## config.mk

```make
export PLATFORM = sky130hd
export DESIGN_NAME = integer_to_ascii_radix_unit
export DESIGN_NICKNAME = d
export VERILOG_FILES = /design/src/iar_pkg.sv /design/src/iar_ram.sv /design/src/iar_div.sv /design/src/integer_to_ascii_radix_unit.sv
export SDC_FILE = /design/constraint.sdc
export NUM_CORES = 1
export LEC_CHECK = 0
export CAP_MARGIN = 0
export CORE_MARGIN = 5
export CORE_UTILIZATION = 57
export DETAILED_ROUTE_END_ITERATION = 7
export DONT_BUFFER_PORTS = 1
export GPL_TIMING_DRIVEN = 0
export HOLD_SLACK_MARGIN = 0.03
export PLACE_DENSITY = 0.77
export SLEW_MARGIN = 10
export SYNTH_ARGS = -nofsm -noshare
export SYNTH_HDL_FRONTEND = slang
export SYNTH_SLANG_ARGS = --single-unit
```

## constraint.sdc

```tcl
create_clock -name i_clk -period 4.9 [get_ports i_clk]
set_clock_uncertainty 0.15 [all_clocks]
set_input_delay 0.49 -clock i_clk [delete_from_list [all_inputs] [get_ports i_clk]]
set_output_delay 0.49 -clock i_clk [all_outputs]
set_load 0.01 [all_outputs]
```

## src/iar_pkg.sv

```systemverilog
// shared constants, types and helpers of the integer to ascii radix unit
package iar_pkg;

    localparam int VALUE_WIDTH = 64;
    localparam int STORE_DEPTH = 64;
    localparam int ADDR_W      = $clog2(STORE_DEPTH);
    localparam int CNT_W       = ADDR_W + 1;
    localparam int BASE_W      = 6;
    localparam int REM_W       = BASE_W;
    localparam int ITER_W      = $clog2(VALUE_WIDTH);
    localparam int CHAR_W      = 8;
    localparam int SIGNED_W    = 32;

    localparam int IN_TDATA_W  = ((64 + BASE_W + 7) / 8) * 8;
    localparam int OUT_TDATA_W = ((CHAR_W + CNT_W + 7) / 8) * 8;

    localparam logic [BASE_W-1:0] BASE_MIN = BASE_W'(2);
    localparam logic [BASE_W-1:0] BASE_MAX = BASE_W'(36);
    localparam logic [BASE_W-1:0] BASE_DEC = BASE_W'(10);
    localparam logic [REM_W-1:0]  DIGIT_MAX = REM_W'(9);

    localparam logic [CHAR_W-1:0] CH_ZERO  = 8'h30;
    localparam logic [CHAR_W-1:0] CH_LOW_A = 8'h61;
    localparam logic [CHAR_W-1:0] CH_MINUS = 8'h2d;

    localparam logic KIND_SIGNED   = 1'b0;
    localparam logic KIND_UNSIGNED = 1'b1;

    // result of one division by the radix
    typedef struct packed {
        logic                   done;
        logic [VALUE_WIDTH-1:0] quo;
        logic [REM_W-1:0]       rem;
    } t_div_res;

    // ascii code of one digit
    function automatic logic [CHAR_W-1:0] digit_char(input logic [REM_W-1:0] d);
        logic [CHAR_W-1:0] ch;
        if (d > DIGIT_MAX) begin
            ch = CH_LOW_A + CHAR_W'(d) - CHAR_W'(DIGIT_MAX) - CHAR_W'(1);
        end else begin
            ch = CH_ZERO + CHAR_W'(d);
        end
        return ch;
    endfunction

endpackage

```

## src/iar_ram.sv

```systemverilog
// generic simple dual port ram with registered read
module iar_ram #(
    parameter int WIDTH = 8,
    parameter int DEPTH = 64
) (
    input  logic                     i_clk,
    input  logic                     i_we,
    input  logic [$clog2(DEPTH)-1:0] i_waddr,
    input  logic [WIDTH-1:0]         i_wdata,
    input  logic [$clog2(DEPTH)-1:0] i_raddr,
    output logic [WIDTH-1:0]         o_rdata
);

    logic [WIDTH-1:0] r_mem [DEPTH];
    logic [WIDTH-1:0] r_rdata;

    // one write and one registered read per cycle
    always_ff @(posedge i_clk) begin
        if (i_we) begin
            r_mem[i_waddr] <= i_wdata;
        end
        r_rdata <= r_mem[i_raddr];
    end

    assign o_rdata = r_rdata;

endmodule

```

## src/iar_div.sv

```systemverilog
// bit-serial restoring divider of the value by a small radix
module iar_div (
    input  logic                            i_clk,
    input  logic                            i_rst_n,
    input  logic                            i_start,
    input  logic [iar_pkg::VALUE_WIDTH-1:0] i_dividend,
    input  logic [iar_pkg::BASE_W-1:0]      i_divisor,
    output iar_pkg::t_div_res               o_res
);
    import iar_pkg::*;

    logic                   r_busy;
    logic                   r_done;
    logic [ITER_W-1:0]      r_iter;
    logic [VALUE_WIDTH-1:0] r_quo;
    logic [REM_W-1:0]       r_rem;
    logic [BASE_W-1:0]      r_div;

    logic [REM_W:0]         w_trial;
    logic                   w_ge;
    logic [REM_W:0]         w_diff;

    // one quotient bit per cycle: shift in the next dividend bit, compare, subtract
    assign w_trial = {r_rem, r_quo[VALUE_WIDTH-1]};
    assign w_ge    = (w_trial >= {1'b0, r_div});
    assign w_diff  = w_trial - {1'b0, r_div};

    always_ff @(posedge i_clk) begin
        if (!i_rst_n) begin
            r_busy <= 1'b0;
            r_done <= 1'b0;
            r_iter <= '0;
        end else begin
            r_done <= 1'b0;
            if (i_start) begin
                r_busy <= 1'b1;
                r_iter <= '0;
                r_quo  <= i_dividend;
                r_rem  <= '0;
                r_div  <= i_divisor;
            end else if (r_busy) begin
                r_quo  <= {r_quo[VALUE_WIDTH-2:0], w_ge};
                r_rem  <= w_ge ? w_diff[REM_W-1:0] : w_trial[REM_W-1:0];
                r_iter <= r_iter + ITER_W'(1);
                if (r_iter == ITER_W'(VALUE_WIDTH - 1)) begin
                    r_busy <= 1'b0;
                    r_done <= 1'b1;
                end
            end
        end
    end

    assign o_res.done = r_done;
    assign o_res.quo  = r_quo;
    assign o_res.rem  = r_rem;

endmodule

```

## src/integer_to_ascii_radix_unit.sv

```systemverilog
// top level: converts one integer to its ascii digits in a radix from 2 to 36
// One request is taken at a time; s_axis_tready is high only while the unit is idle. Each
// digit costs one pass of the bit-serial divider, up to 64 digits per number (a single
// digit for zero). Then each character is read from the store in S_RD and S_RD_WAIT and
// held in S_SEND until m_axis_tready takes it (the sign goes from S_RD straight to S_SEND),
// sign first and most significant digit next, read back in reverse from the 64 x 8 digit
// store. tlast marks the final character and every character carries the total length of
// the number.
module integer_to_ascii_radix_unit (
    input  logic                            i_clk,
    input  logic                            i_rst_n,
    input  logic                            s_axis_tvalid,
    output logic                            s_axis_tready,
    // value [63:0], base [69:64], zero fill above
    input  logic [iar_pkg::IN_TDATA_W-1:0]  s_axis_tdata,
    // kind [0]
    input  logic                            s_axis_tuser,
    output logic                            m_axis_tvalid,
    input  logic                            m_axis_tready,
    // character [7:0], length [14:8], zero fill above
    output logic [iar_pkg::OUT_TDATA_W-1:0] m_axis_tdata,
    output logic                            m_axis_tlast
);
    import iar_pkg::*;

    typedef enum logic [2:0] {
        S_IDLE,
        S_DIV,
        S_RD,
        S_RD_WAIT,
        S_SEND
    } t_state;

    t_state                 r_state, n_state;
    logic                   r_div_start, n_div_start;
    logic [VALUE_WIDTH-1:0] r_quo, n_quo;
    logic [BASE_W-1:0]      r_base, n_base;
    logic [CNT_W-1:0]       r_cnt, n_cnt;
    logic                   r_neg, n_neg;
    logic [ADDR_W-1:0]      r_rd_ptr, n_rd_ptr;
    logic [CNT_W-1:0]       r_k, n_k;
    logic [CNT_W-1:0]       r_len, n_len;
    logic [CHAR_W-1:0]      r_char, n_char;
    logic                   r_last, n_last;

    logic                   w_accept;
    logic [63:0]            w_value;
    logic [BASE_W-1:0]      w_base_raw;
    logic [BASE_W-1:0]      w_base_sat;
    logic [SIGNED_W-1:0]    w_pat;
    logic                   w_neg;
    logic [SIGNED_W-1:0]    w_mag;
    logic [VALUE_WIDTH-1:0] w_start_val;
    t_div_res               w_div;
    logic                   w_we;
    logic [CHAR_W-1:0]      w_rdata;

    assign w_accept   = s_axis_tvalid && s_axis_tready;
    assign w_value    = s_axis_tdata[63:0];
    assign w_base_raw = s_axis_tdata[64 +: BASE_W];

    // clamp the radix into its legal range
    always_comb begin
        if (w_base_raw < BASE_MIN) begin
            w_base_sat = BASE_MIN;
        end else if (w_base_raw > BASE_MAX) begin
            w_base_sat = BASE_MAX;
        end else begin
            w_base_sat = w_base_raw;
        end
    end

    // starting magnitude: sign only for negative signed values in decimal
    assign w_pat = w_value[SIGNED_W-1:0];
    assign w_neg = (s_axis_tuser == KIND_SIGNED) && w_pat[SIGNED_W-1] && (w_base_sat == BASE_DEC);
    assign w_mag = w_neg ? (~w_pat + SIGNED_W'(1)) : w_pat;
    assign w_start_val = (s_axis_tuser == KIND_UNSIGNED) ? w_value[VALUE_WIDTH-1:0]
                                                         : VALUE_WIDTH'(w_mag);

    iar_div u_div (
        .i_clk      (i_clk),
        .i_rst_n    (i_rst_n),
        .i_start    (r_div_start),
        .i_dividend (r_quo),
        .i_divisor  (r_base),
        .o_res      (w_div)
    );

    // digits are written least significant first as each division ends
    assign w_we = (r_state == S_DIV) && w_div.done;

    iar_ram #(
        .WIDTH (CHAR_W),
        .DEPTH (STORE_DEPTH)
    ) u_store (
        .i_clk   (i_clk),
        .i_we    (w_we),
        .i_waddr (r_cnt[ADDR_W-1:0]),
        .i_wdata (digit_char(w_div.rem)),
        .i_raddr (r_rd_ptr),
        .o_rdata (w_rdata)
    );

    // sequencer: divide repeatedly, then read the digits back in reverse
    always_comb begin
        n_state     = r_state;
        n_div_start = 1'b0;
        n_quo       = r_quo;
        n_base      = r_base;
        n_cnt       = r_cnt;
        n_neg       = r_neg;
        n_rd_ptr    = r_rd_ptr;
        n_k         = r_k;
        n_len       = r_len;
        n_char      = r_char;
        n_last      = r_last;
        case (r_state)
            S_IDLE: begin
                if (w_accept) begin
                    n_quo       = w_start_val;
                    n_base      = w_base_sat;
                    n_neg       = w_neg;
                    n_cnt       = '0;
                    n_div_start = 1'b1;
                    n_state     = S_DIV;
                end
            end
            S_DIV: begin
                if (w_div.done) begin
                    n_quo = w_div.quo;
                    n_cnt = r_cnt + CNT_W'(1);
                    if ((w_div.quo != '0) && (r_cnt != CNT_W'(STORE_DEPTH - 1))) begin
                        n_div_start = 1'b1;
                    end else begin
                        n_rd_ptr = r_cnt[ADDR_W-1:0];
                        n_len    = r_cnt + CNT_W'(1) + CNT_W'(r_neg);
                        n_k      = '0;
                        n_state  = S_RD;
                    end
                end
            end
            S_RD: begin
                if (r_neg && (r_k == '0)) begin
                    n_char  = CH_MINUS;
                    n_last  = (r_k == r_len - CNT_W'(1));
                    n_state = S_SEND;
                end else begin
                    n_state = S_RD_WAIT;
                end
            end
            S_RD_WAIT: begin
                n_char   = w_rdata;
                n_last   = (r_k == r_len - CNT_W'(1));
                n_rd_ptr = r_rd_ptr - ADDR_W'(1);
                n_state  = S_SEND;
            end
            S_SEND: begin
                if (m_axis_tready) begin
                    if (r_last) begin
                        n_state = S_IDLE;
                    end else begin
                        n_k     = r_k + CNT_W'(1);
                        n_state = S_RD;
                    end
                end
            end
            default: begin
                n_state = S_IDLE;
            end
        endcase
    end

    // state and registered outputs
    always_ff @(posedge i_clk) begin
        if (!i_rst_n) begin
            r_state     <= S_IDLE;
            r_div_start <= 1'b0;
            r_quo       <= '0;
            r_cnt       <= '0;
            r_neg       <= 1'b0;
            r_k         <= '0;
            r_last      <= 1'b0;
        end else begin
            r_state     <= n_state;
            r_div_start <= n_div_start;
            r_quo       <= n_quo;
            r_cnt       <= n_cnt;
            r_neg       <= n_neg;
            r_k         <= n_k;
            r_last      <= n_last;
        end
        r_base   <= n_base;
        r_rd_ptr <= n_rd_ptr;
        r_len    <= n_len;
        r_char   <= n_char;
    end

    assign s_axis_tready = (r_state == S_IDLE);
    assign m_axis_tvalid = (r_state == S_SEND);
    assign m_axis_tlast  = r_last;
    assign m_axis_tdata  = {{(OUT_TDATA_W - CHAR_W - CNT_W){1'b0}}, r_len, r_char};

    // a character waiting on the output blocks any new request
    a_no_overlap : assert property (@(posedge i_clk) disable iff (!i_rst_n)
        m_axis_tvalid |-> !s_axis_tready)
        else $error("request accepted while characters are pending");

    // a character taken without tlast means more characters follow
    a_more_follow : assert property (@(posedge i_clk) disable iff (!i_rst_n)
        (m_axis_tvalid && m_axis_tready && !m_axis_tlast) |=> !s_axis_tready)
        else $error("unit went idle before the final character");

    // the divider only finishes while the sequencer waits for it
    a_div_done : assert property (@(posedge i_clk) disable iff (!i_rst_n)
        w_div.done |-> (r_state == S_DIV))
        else $error("divider result arrived outside the division phase");

    // the digit count never passes the store depth
    a_cnt_range : assert property (@(posedge i_clk) disable iff (!i_rst_n)
        r_cnt[ADDR_W] |-> (r_cnt[ADDR_W-1:0] == '0))
        else $error("digit count beyond store depth");

endmodule

```

==> summary.md, run 1 <==
| Metric | Value |
|---|---|
| Multi-input logic area | 8821 um^2 |
| Worst-Skew Late Latency | 0.61 ns |
| Endpoint class of the critical path | flop |
| RSZ-0062 raised after global routing | false |
| Worst hold path startpoint | s_axis_tdata[31] |
| Period utilization | 87.63% |
| Clock Tree Buf Depth | 3 |
| Reg2reg setup slack | 0.61 ns |
| Clk sink count | 715 |
| Cell internal pwr | around 10 mW |
| Iter 0 DRT Violations | 2349 |
| Synth async-reset ratio | 0% |
| Final #Nets | about 2200 |
| Met3 routed WL | between 7 and 8 mm |
| Post-CTS setup buffers | 0 |
| Sequential Power Share | between 50 and 60% |
| Synth area leader | edfxtp_1 |
| Via total after detailed routing | ~19000 |
| Combinational share of power | 6.5% |
| Reg area | between 20000 and 25000 um^2 |
| CTS tree | yes |
| Synth Flop Type | edfxtp_1 |
| Max-slew violation count | 0 |
| R2r endpoint | u_store.r_mem[30][3]$_DFFE_PP_ |
| Worst Hold Endpoint | r_quo[31]$_SDFFE_PN0P_ |
| Area Growth Syn to Fin | 14.22% |
| Critical path arrival | 4.36 ns |
| N_diodes | 0 |
| Worst r2r src | r_state[0]$_SDFFE_PN0P_ |
| Fillers | 3344 |
| Power, Total | 13.12 mW |
| Sequential share of the synthesized area | 68.61% |
| Clock network fraction of design power | slightly above 40% |
| Routed length per instance | between 20 and 30 um |
| Routed wire length | approximately 76 mm |
| Largest net degree at the start of global routing | 46 |
| Startpoint types | flop |
| Fmax achieved | about 230 MHz |
| Metal2 WL | 37.43 mm |
| Worst IR drop on VDD | between 0.0002 and 0.0003 V |
| Fin util | between 60% and 70% |
| CTS root buffer | clkbuf_16 |
| Period minus WS final | 4.294 ns |
| TritonCTS Buffers | between 70 and 80 |
| Die width | roughly 240 um |
| FP Rows | slightly above 80 |
| Synth unique cells | 72 |
| Outcome | finished clean |
| IO Pins | 96 |
| Vias/cell | around 6.6 |
| WHS Path Cells | 2 |
| Critical path peak fanout | 10 |
| CORE AREA | roughly 52000 um^2 |
| Static Leak | roughly 11 nW |
| Worst relative slew slack | between 15 and 20% |
| Final GP Congestion | just under 0.9 |
| Post-Syn Area | 29830 um^2 |
| PortBufs | 0 |
| Yosys warns | 0 |
| Initial antenna violation count | 0 |
| GR Overflow Total | 0 |
| Top cell type's share of synthesized area | between 60 and 70% |
| HPWL after detailed placement | 49.94 mm |
| Endpoints failing setup | 0 |
| DR DRC count | 0 |
| Worst hold path type | input pin to flop |
| Syn Inst Count | about 1900 |
| Syn_nets | approximately 2000 |
| Psw | between 2 and 3 mW |
| #FFs+latches synth | roughly 720 |
| GRT Total Usage | between 20% and 30% |
| Share of cells above drive strength 1 | roughly 17% |
| Highest Signal Layer | met4 |
| Final Hold Vio Count | 0 |
| H-tree depth | 3 |
| Post-synth EDFFs | between 600 and 700 |
| Post-CTS sizing | 0 |
| Worst Tran Pin Value | roughly 1.2 ns |
| R2R cell count | 7 |
| Top post-synthesis cells by area | edfxtp_1, mux4_2, dfxtp_1 |
| Power density over cell area | 385.0 nW/um^2 |
| DIE AREA | ~57000 um^2 |
| Req. time, crit path | around 5.0 ns |
| ANT nets after route | 0 |
| Wire length on met1 | approximately 28 mm |
| Max-cap violations | 0 |
| Mean Syn Cell Area | 15.64 um^2 |
| First-pass GRT wire length | 114.9 mm |
| CTS clk-pin slew, worst paths | around 0.060 ns |
| Die height | roughly 240 um |
| Vias in the first global route | 18789 |
| Starting Density | around 58% |
| CP Class | flop to flop |
| Sw Share | ~22% |
| DR pass1 iterations | 8 |
==> how the worst max path moves through the flow <==
stage | start | end | slack (ns) | cells after the start
global route | r_state[0]$_SDFFE_PN0P_ | u_store.r_mem[30][0]$_DFFE_PP_ | 0.47 | 7
floorplan | u_div.r_rem[0]$_SDFFCE_PP0P_ | u_store.r_mem[0][1]$_DFFE_PP_ | 0.33 | 7
detailed placement | r_state[0]$_SDFFE_PN0P_ | u_store.r_mem[30][2]$_DFFE_PP_ | 0.84 | 7
CTS | r_state[0]$_SDFFE_PN0P_ | u_store.r_mem[30][6]$_DFFE_PP_ | 0.75 | 7
finish | r_state[0]$_SDFFE_PN0P_ | u_store.r_mem[30][3]$_DFFE_PP_ | 0.61 | 7
global placement | u_div.r_rem[0]$_SDFFCE_PP0P_ | u_store.r_mem[22][1]$_DFFE_PP_ | -2.39 | 7
==> placed cells by master (no fill, tap or decap), types with 20 or more instances in the layout <==
master	Yosys	final
mux4_2	130	130
mux2_2	64	64
ha_1	21	21
nor3_1	25	25
inv_1	37	37
nand2_1	111	111
a21oi_1	39	37
and3_1	20	20
clkbuf_16	0	73
nor4_1	25	25
a22oi_1	39	39
edfxtp_1	615	615
nor2_1	162	160
nand3_1	64	64
xnor2_1	28	25
xor2_1	33	33
dfxtp_1	100	100
a311oi_1	32	32
o21ai_0	24	22
dlygate4sd3_1	0	66
clkbuf_1	92	106
==> registers in the layout, summed over array words and instances (netlist names) <==
| signal | flops |
|---|---|
| r_rd_ptr | 6 |
| r_cnt | 7 |
| u_div.r_busy | 1 |
| u_store.r_mem | 512 |
| u_div.r_div | 6 |
| u_div.r_rem | 6 |
| r_k | 7 |
| m_axis_tlast | 1 |
| u_div.r_quo | 64 |
| r_len | 7 |
| r_quo | 64 |
| u_store.o_rdata | 8 |
| r_neg | 1 |
| r_state | 3 |
| u_div.r_done | 1 |
| r_div_start | 1 |
| r_base | 6 |
| r_char | 8 |
| u_div.r_iter | 6 |
==> final cells by class <==
cell class              instances  share of cell area (%)
repair buffers                 86                   2.890
well taps                     680                   2.497
clock inverters                36                  0.9804
plain buffers                 123                   1.458
inverters                      38                  0.4223
flip-flops and latches        715                   60.07
multi-input cells            1032                   25.89
clock buffers                  94                   5.798
==> layer usage <==
layer,track usage [%],vias to the layer above
met3,5.457,195
met4,9.687,0
met2,43.84,1217
met1,35.58,9313
met5,0,-
li1,-,7864
==> critical path: stages, from the launching register on <==
cell and delay, ns:
dfxtp_1 0.33, buf_2 0.21, nor3b_1 1.00, and2_1 0.24, clkbuf_1 0.27, buf_6 0.20, nand3_1 0.52, nor2_1 0.96
==> power by group through the flow <==
stage          registers [mW]  logic, mW  clock network (mW)
4_1_cts                  6.87      0.833                5.43
3_3_place_gp             7.03      0.675                   0
5_1_grt                  6.87      0.908                5.72
6_report                 6.87      0.847                5.40
2_1_floorplan            6.99      0.476                   0
3_5_place_dp             7.00      0.782                   0
==> synth_stat cells (all sizes together), types with 5 or more instances <==
cell    number
clkbuf      92
a22o        15
o21a         6
a22oi       39
a21oi       39
nor4b        5
a311oi      32
o21ai       38
nor2b        9
xnor2       28
or2          8
mux2i        9
nand2      112
or4          5
nand3       64
edfxtp     615
nand2b       7
a211oi       5
or3          7
a221oi      14
nand4       11
o22ai       18
mux4       130
o41ai        7
dfxtp      100
nor2       162
and3        20
o31a         5
nor3b        6
inv         37
o221ai       8
mux2        65
a31oi       16
nor3        26
buf         30
xor2        33
ha          21
nor4        26
==> metrics by stage <==
stage,area [um^2],hold slack [ns],cells,TNS [ns],setup WS [ns]
finish,34080,0.04522,2804,0,0.6060
detailed placement,31110,0.2801,2608,0,0.8397
CTS,34080,0.03909,2804,0,0.7498
global placement,30690,0.2684,2588,-785.55,-2.394
global route,34080,0.05299,2804,0,0.4707
floorplan,29840,0.2503,1908,0,0.3268
==> timing repair <==
action,CTS,global route
endpoints found under the hold margin,66,0
hold buffers,66,0
setup endpoints to repair,0,0
==> logic make-up (layout without fill, tap and decap cells) <==
kind of cell / Yosys count / in the layout / share of synthesized area [%]
DFF: 715 / 715 / 68.61
and+or+nand+nor: 480 / 480 / 7.654
xor gates and xnor gates: 61 / 61 / 1.791
buffers and inverters: 161 / 377 / 2.147
other: 1 / 1 / 0.01257
muxes: 204 / 204 / 12.57
adders and majority gates: 23 / 23 / 0.9813
AOI/OAI and AO/OA: 263 / 263 / 6.236
No activity file was read; power rests on OpenSTA's default activity.
==> run 2, diff against run 1 <==
--- a/config.mk
+++ b/config.mk
@@ -12,7 +12,7 @@
 export DONT_BUFFER_PORTS = 1
 export GPL_TIMING_DRIVEN = 0
 export HOLD_SLACK_MARGIN = 0.03
-export PLACE_DENSITY = 0.77
+export PLACE_DENSITY = 0.76
 export SLEW_MARGIN = 10
 export SYNTH_ARGS = -nofsm -noshare
 export SYNTH_HDL_FRONTEND = slang
==> run 2 against run 1 <==
Compared with the run above: clock-buffer cell count grew 4; power grew 0.74%; via count shrank 0.42%; sequential share of layout area shrank 0.093 points; sequential cell count is the same; worst setup slack gained 0.0091 ns; largest cell class unchanged; highest routed layer unchanged.
==> summary.md, run 2 (synthesis results as in run 1) <==
| Metric | Value |
|---|---|
| Outcome | finished clean |
| Post-CTS setup buffers | 0 |
| Worst r2r src | r_state[0]$_SDFFE_PN0P_ |
| Clock Tree Buf Depth | 3 |
| Fin cells | between 2000 and 3000 |
| Worst hold path type | input pin to flop |
| CP Class | flop to flop |
| Largest net degree at the start of global routing | 38 |
| N_diodes | 0 |
| Starting Density | between 50% and 60% |
| Max-cap violations | 0 |
| Met2 global-route usage | 43.02% |
| Max-slew violation count | 0 |
| HPWL after detailed placement | 50.27 mm |
| Final #Nets | approximately 2200 |
| Commonest non-fill, non-tap cells in the layout | edfxtp_1, nor2_1, mux4_2, clkbuf_1, nand2_1 |
| CTS tree | yes |
| FP Rows | a little over 80 |
| GRT Total Usage | 26.31% |
| R2R cell count | 7 |
| Setup TNS | 0 ns |
| Endpoint class of the critical path | flop |
| IO Pins | 96 |
| Power density over cell area | ~390 nW/um^2 |
| Combinational share of power | under 10% |
| M3 GR Usage | between 6 and 7% |
| GR Overflow Total | 0 |
| TritonCTS Buffers | around 70 |
| Fillers | about 3300 |
| DIE AREA | 57020 um^2 |
| ANT nets after route | 0 |
| Worst path max stage delay | roughly 1.1 ns |
| Via total after detailed routing | about 19000 |
| First-pass GRT wire length | ~110 mm |
| Critical path arrival | roughly 4.4 ns |
| Clock network fraction of design power | around two fifths |
| Setup ws final | between 0.6 and 0.7 ns |
| Static Leak | ~11 nW |
| Share of cells above drive strength 1 | about 17% |
| Setup crit end | u_store.r_mem[51][5]$_DFFE_PP_ |
| Worst-Skew Late Latency | roughly 0.60 ns |
| Register name with the most flops | u_store.r_mem |
| Req. time, crit path | about 5.0 ns |
| Area Growth Syn to Fin | 14.39% |
| CTS root buffer | clkbuf_16 |
| DR pass1 iterations | 5 |
| Period minus WS final | between 4 and 5 ns |
| Initial antenna violation count | 0 |
| Vias in the first global route | 18780 |
| Final GP Congestion | between 0.9 and 1 |
| Final Hold Vio Count | 0 |
| Power, Total | roughly 13 mW |
| Critical path peak fanout | 10 |
| Worst Tran Pin Value | 1.353 ns |
| Placed cell count | between 2000 and 3000 |
| CORE AREA | roughly 52000 um^2 |
| Grt peak-use layer | met2 |
| Crit. Startpoint | r_state[0]$_SDFFE_PN0P_ |
| Max reg flops | 512 |
| Post-CTS sizing | 0 |
| CP cell instances | buf_2, nor3b_1, and2_1, clkbuf_1, buf_6, nand3_1, nor2_1 |
| Clk sink count | 715 |
| Die width | roughly 240 um |
| Routed wire length | approximately 75 mm |
| R2r endpoint | u_store.r_mem[51][5]$_DFFE_PP_ |
| Commonest non-fill, non-tap cell in the layout | edfxtp_1 |
| Endpoints failing setup | 0 |
| Cell internal pwr | 10.33 mW |
| H-tree depth | 3 |
| CTS clk-pin slew, worst paths | about 0.06 ns |
| Die height | 238.8 um |
| Iter 0 DRT Violations | about 2400 |
| Slowest-stage cell, CP | nor3b_1 |
| Worst relative slew slack | slightly below 10% |
| DR DRC count | 0 |
| Worst IR drop on VDD | 0.0002904 V |
| Psw | just under 3 mW |
| Period utilization | around 87% |
| Sequential Power Share | ~52% |
| Fmax achieved | approximately 230 MHz |
| Place WS | 0.7846 ns |
| RSZ-0062 raised after global routing | false |
| Reg2reg setup slack | a little over 0.6 ns |
| PortBufs | 0 |
| Vias/cell | approximately 6.6 |
| Registers with the most flip-flops | u_store.r_mem: 512 flops, r_quo: 64 flops, u_div.r_quo: 64 flops |
| Startpoint types | flop |
| Sw Share | 21.84% |
| Routed length per instance | 26.86 um |
| Met1 Track Usage GR | a little over a third |
-- run 2: layout make-up --
class / count / area [um^2] / share of cell area (%)
plain buffers: 123 / 496.7 / 1.455
clock buffers: 98 / 1983 / 5.811
clock inverters: 33 / 346.6 / 1.016
inverters: 38 / 143.9 / 0.4216
multi-input cells: 1032 / 8821 / 25.85
flip-flops and latches: 715 / 20470 / 59.98
well taps: 680 / 850.8 / 2.493
repair buffers: 86 / 1017 / 2.981
-- run 2: power groups by stage --
stage / logic, mW / clock network [mW] / registers [mW]
6_report: 0.855 / 5.49 / 6.87
3_5_place_dp: 0.792 / 0 / 6.99
2_1_floorplan: 0.476 / 0 / 6.99
5_1_grt: 0.913 / 5.81 / 6.87
3_3_place_gp: 0.675 / 0 / 7.03
4_1_cts: 0.843 / 5.51 / 6.86
-- run 2: worst min-delay path by stage --
stage                   startpoint                       end  slack [ns]  depth (start not counted)
3_5_place_dp   r_base[4]$_DFFE_PP_  u_div.r_div[4]$_DFFE_PP_        0.28                          0
4_1_cts           s_axis_tdata[67]       r_base[3]$_DFFE_PP_        0.04                          1
5_1_grt           s_axis_tdata[67]       r_base[3]$_DFFE_PP_        0.04                          1
6_report          s_axis_tdata[67]       r_base[3]$_DFFE_PP_        0.06                          1
2_1_floorplan  r_base[0]$_DFFE_PP_  u_div.r_div[0]$_DFFE_PP_        0.25                          0
3_3_place_gp   r_base[4]$_DFFE_PP_  u_div.r_div[4]$_DFFE_PP_        0.29                          0
-- run 2: repair_timing --
action,4_1_cts,5_1_grt
hold buffers,66,0
endpoints found under the hold margin,66,0
endpoints found under the setup margin,0,0
-- run 2: metrics by stage --
stage	utilization [%]	instance area (um^2)	hold slack (ns)
global route	66.12	34130	0.03600
floorplan	-	29840	0.2503
global placement	59.46	30690	0.2856
CTS	66.12	34130	0.03696
finish	66.12	34130	0.05998
detailed placement	60.33	31140	0.2835
-- run 2: worst max-delay path, delay by kind of cell, from the launching register on --
family | cells | cell delay, ns
buffers and inverters | 3 | 0.72
DFF | 1 | 0.33
and+or+nand+nor | 4 | 2.68
-- run 2: metal layers --
layer,share of wire (%),wire (um)
met5,0,0
met4,3.9,2938
met3,10,7500
met2,49,36900
met1,37,28010
==> run 3, diff against run 2 <==
--- a/config.mk
+++ b/config.mk
@@ -7,12 +7,13 @@
 export LEC_CHECK = 0
 export CAP_MARGIN = 0
 export CORE_MARGIN = 5
-export CORE_UTILIZATION = 57
+export CORE_UTILIZATION = 60
+export CTS_BUF_LIST = sky130_fd_sc_hd__clkbuf_2
 export DETAILED_ROUTE_END_ITERATION = 7
 export DONT_BUFFER_PORTS = 1
 export GPL_TIMING_DRIVEN = 0
 export HOLD_SLACK_MARGIN = 0.03
-export PLACE_DENSITY = 0.76
+export PLACE_DENSITY = 0.8
 export SLEW_MARGIN = 10
 export SYNTH_ARGS = -nofsm -noshare
 export SYNTH_HDL_FRONTEND = slang
==> run 3 against run 2 <==
Compared with the run above: sequential power about the same; combinational power is 16% higher; sequential share of layout area is 0.94 points lower; fmax shrank 1.9%; worst hold slack better by 0.13 ns; first-iteration DRC count down 2.4%; non-clock buffer count increased by 129; global-route usage grew 2.7 points; wire length rose by 2.9%; clock-buffer cell count is 166 higher; via count rose by 8.0%; die area is 4.8% lower; critical endpoint is now r_quo[3]$_SDFFE_PN0P_.
==> summary.md, run 3 (synthesis results as in run 1) <==
| Metric | Value |
|---|---|
| Outcome | finished clean |
| CTS clk-pin slew, worst paths | 0.11 ns |
| Period utilization | just under 90% |
| Power, Total | 11.85 mW |
| Clock network fraction of design power | around 34% |
| Worst Tran Pin Value | ~1.3 ns |
| Worst IR drop on VDD | about 0.00026 V |
| Starting Density | 60.82% |
| Critical path peak fanout | 15 |
| Commonest non-fill, non-tap cell in the layout | edfxtp_1 |
| Initial antenna violation count | 2 |
| Reg area | 20470 um^2 |
| Fin util | roughly 71% |
| Endpoints failing setup | 0 |
| RSZ-0062 raised after global routing | false |
| Final Hold Vio Count | 0 |
| Share of cells above drive strength 1 | between 20% and 30% |
| DIE AREA | about 54000 um^2 |
| Sequential Power Share | 57.9% |
| Vias/cell | around 6.4 |
| Post-CTS sizing | 0 |
| Sw Share | between 20% and 30% |
| DR DRC count | 0 |
| Final GP Congestion | a little over 0.9 |
| Largest net degree at the start of global routing | 53 |
| Req. time, crit path | approximately 6.1 ns |
| Worst relative slew slack | about an eighth |
| HPWL after detailed placement | ~49 mm |
| Multi-input logic area | roughly 9000 um^2 |
| Worst hold path type | input pin to flop |
| Cell internal pwr | between 8 and 9 mW |
| Vias in the first global route | slightly above 20000 |
| Static Leak | roughly 12 nW |
| Clk sink count | 715 |
| Via total after detailed routing | 20000 |
| Final #Nets | approximately 2400 |
| FP Rows | 81 |
| Max-cap violations | 0 |
| Startpoint types | flop |
| Routed wire length | around 78 mm |
| CTS tree | yes |
| H-tree depth | 4 |
| Registers with the most flip-flops | u_store.r_mem: 512 flops, r_quo: 64 flops, u_div.r_quo: 64 flops |
| Iter 0 DRT Violations | 2367 |
| First-pass GRT wire length | approximately 120 mm |
| IO Pins | 96 |
| GRT Total Usage | between 20 and 30% |
| Register name with the most flops | u_store.r_mem |
| Setup TNS | 0 ns |
| Worst r2r src | r_state[2]$_SDFFE_PN0P_ |
| Worst hold path startpoint | m_axis_tready |
| Worst-Skew Late Latency | ~1.4 ns |
| Max-slew violation count | 0 |
| CTS root buffer | clkbuf_2 |
| TritonCTS Buffers | 172 |
| CORE AREA | 49050 um^2 |
| CP Class | flop to flop |
| Area Growth Syn to Fin | 16.21% |
| Power density over cell area | around 340 nW/um^2 |
| Critical path arrival | ~5.6 ns |
| Commonest non-fill, non-tap cells in the layout | edfxtp_1, clkbuf_2, dlygate4sd3_1, nor2_1, mux4_2 |
| Routed length per instance | 24.98 um |
| Crit. Startpoint | r_state[2]$_SDFFE_PN0P_ |
| Endpoint class of the critical path | flop |
| Post-CTS setup buffers | 0 |
| Die width | 233.0 um |
| PortBufs | 0 |
| Clock Tree Buf Depth | 3 |
| ANT nets after route | 0 |
| Reg2reg setup slack | 0.53 ns |
| Combinational share of power | under 10% |
| DR pass1 iterations | 8 |
| Die height | 233.0 um |
| Max reg flops | around 510 |
| Fillers | between 3000 and 4000 |
| GR Overflow Total | 0 |
| Period minus WS final | approximately 4.4 ns |
| Fmax achieved | around 230 MHz |
| Psw | between 3 and 4 mW |
## run 3: changes by cell type in the layout (fill, tap and decap cells not counted), sizes merged
| cell | previous run | this run |
|---|---|---|
| diode | 0 | 6 |
| clkbuf | 190 | 356 |
| inv | 42 | 40 |
| buf | 50 | 48 |
| clkinv | 22 | 39 |
| clkinvlp | 0 | 3 |
| dlygate4sd3 | 66 | 197 |
| bufinv | 7 | 3 |
## run 3: critical path, cell delays in order (launching register included)
cell and delay [ns]:
dfxtp_1 0.35, buf_1 0.23, nor3_1 0.82, nand2_1 0.34, clkinv_2 0.24, clkbuf_1 0.62, nand2_1 0.15, dlygate4sd3_1 0.62
a31oi_1 0.24, dlygate4sd3_1 0.58
## run 3: what timing repair did
action | 4_1_cts | 5_1_grt
endpoints found under the hold margin | 112 | 0
endpoints found under the setup margin | 0 | 0
hold buffers | 197 | 0
## run 3: routing by layer
metal  share of wire (%)  routed length [um]  global-route usage (%)  vias up
li1                    -                   -                       -     8430
met2                  50               38450                   47.45     1482
met3                  11                8238                   7.810      303
met5                   0                   0                       0        -
met4                 4.5                3524                   13.13        0
met1                  35               27330                   36.72     9785
## run 3: cell type report
type	instances	area share [%]
flip-flops and latches	715	59.04
inverters	38	0.4150
clock inverters	47	0.8589
clock buffers	264	3.811
diodes	6	0.04330
multi-input cells	1032	25.43
plain buffers	123	1.433
repair buffers	215	6.571
well taps	664	2.396
## run 3: worst paths after layout
kind / endpoint / cells after the start
worst max-delay path: r_quo[3]$_SDFFE_PN0P_ / 9
worst min-delay path: r_k[5]$_SDFFE_PN0P_ / 5
worst max register to register: r_quo[3]$_SDFFE_PN0P_ / 9
worst min register to register: u_div.r_div[4]$_DFFE_PP_ / 0
## run 3: power groups by stage
stage | clock (mW) | sequential [mW] | combinational [mW]
detailed placement | 0 | 6.99 | 0.773
finish | 4.00 | 6.86 | 0.988
CTS | 4.01 | 6.85 | 0.939
global placement | 0 | 7.03 | 0.667
global route | 4.39 | 6.87 | 1.05
floorplan | 0 | 6.99 | 0.476
## run 3: per-stage QoR
stage          cells  area (um^2)  setup slack (ns)  hold slack [ns]
4_1_cts         3098        34660            0.8032          0.03963
6_report        3104        34670            0.5336           0.1936
3_3_place_gp    2572        30670            -2.949           0.2519
5_1_grt         3104        34670            0.3145           0.1326
2_1_floorplan   1908        29840            0.3268           0.2503
3_5_place_dp    2590        31070            0.8837           0.2562
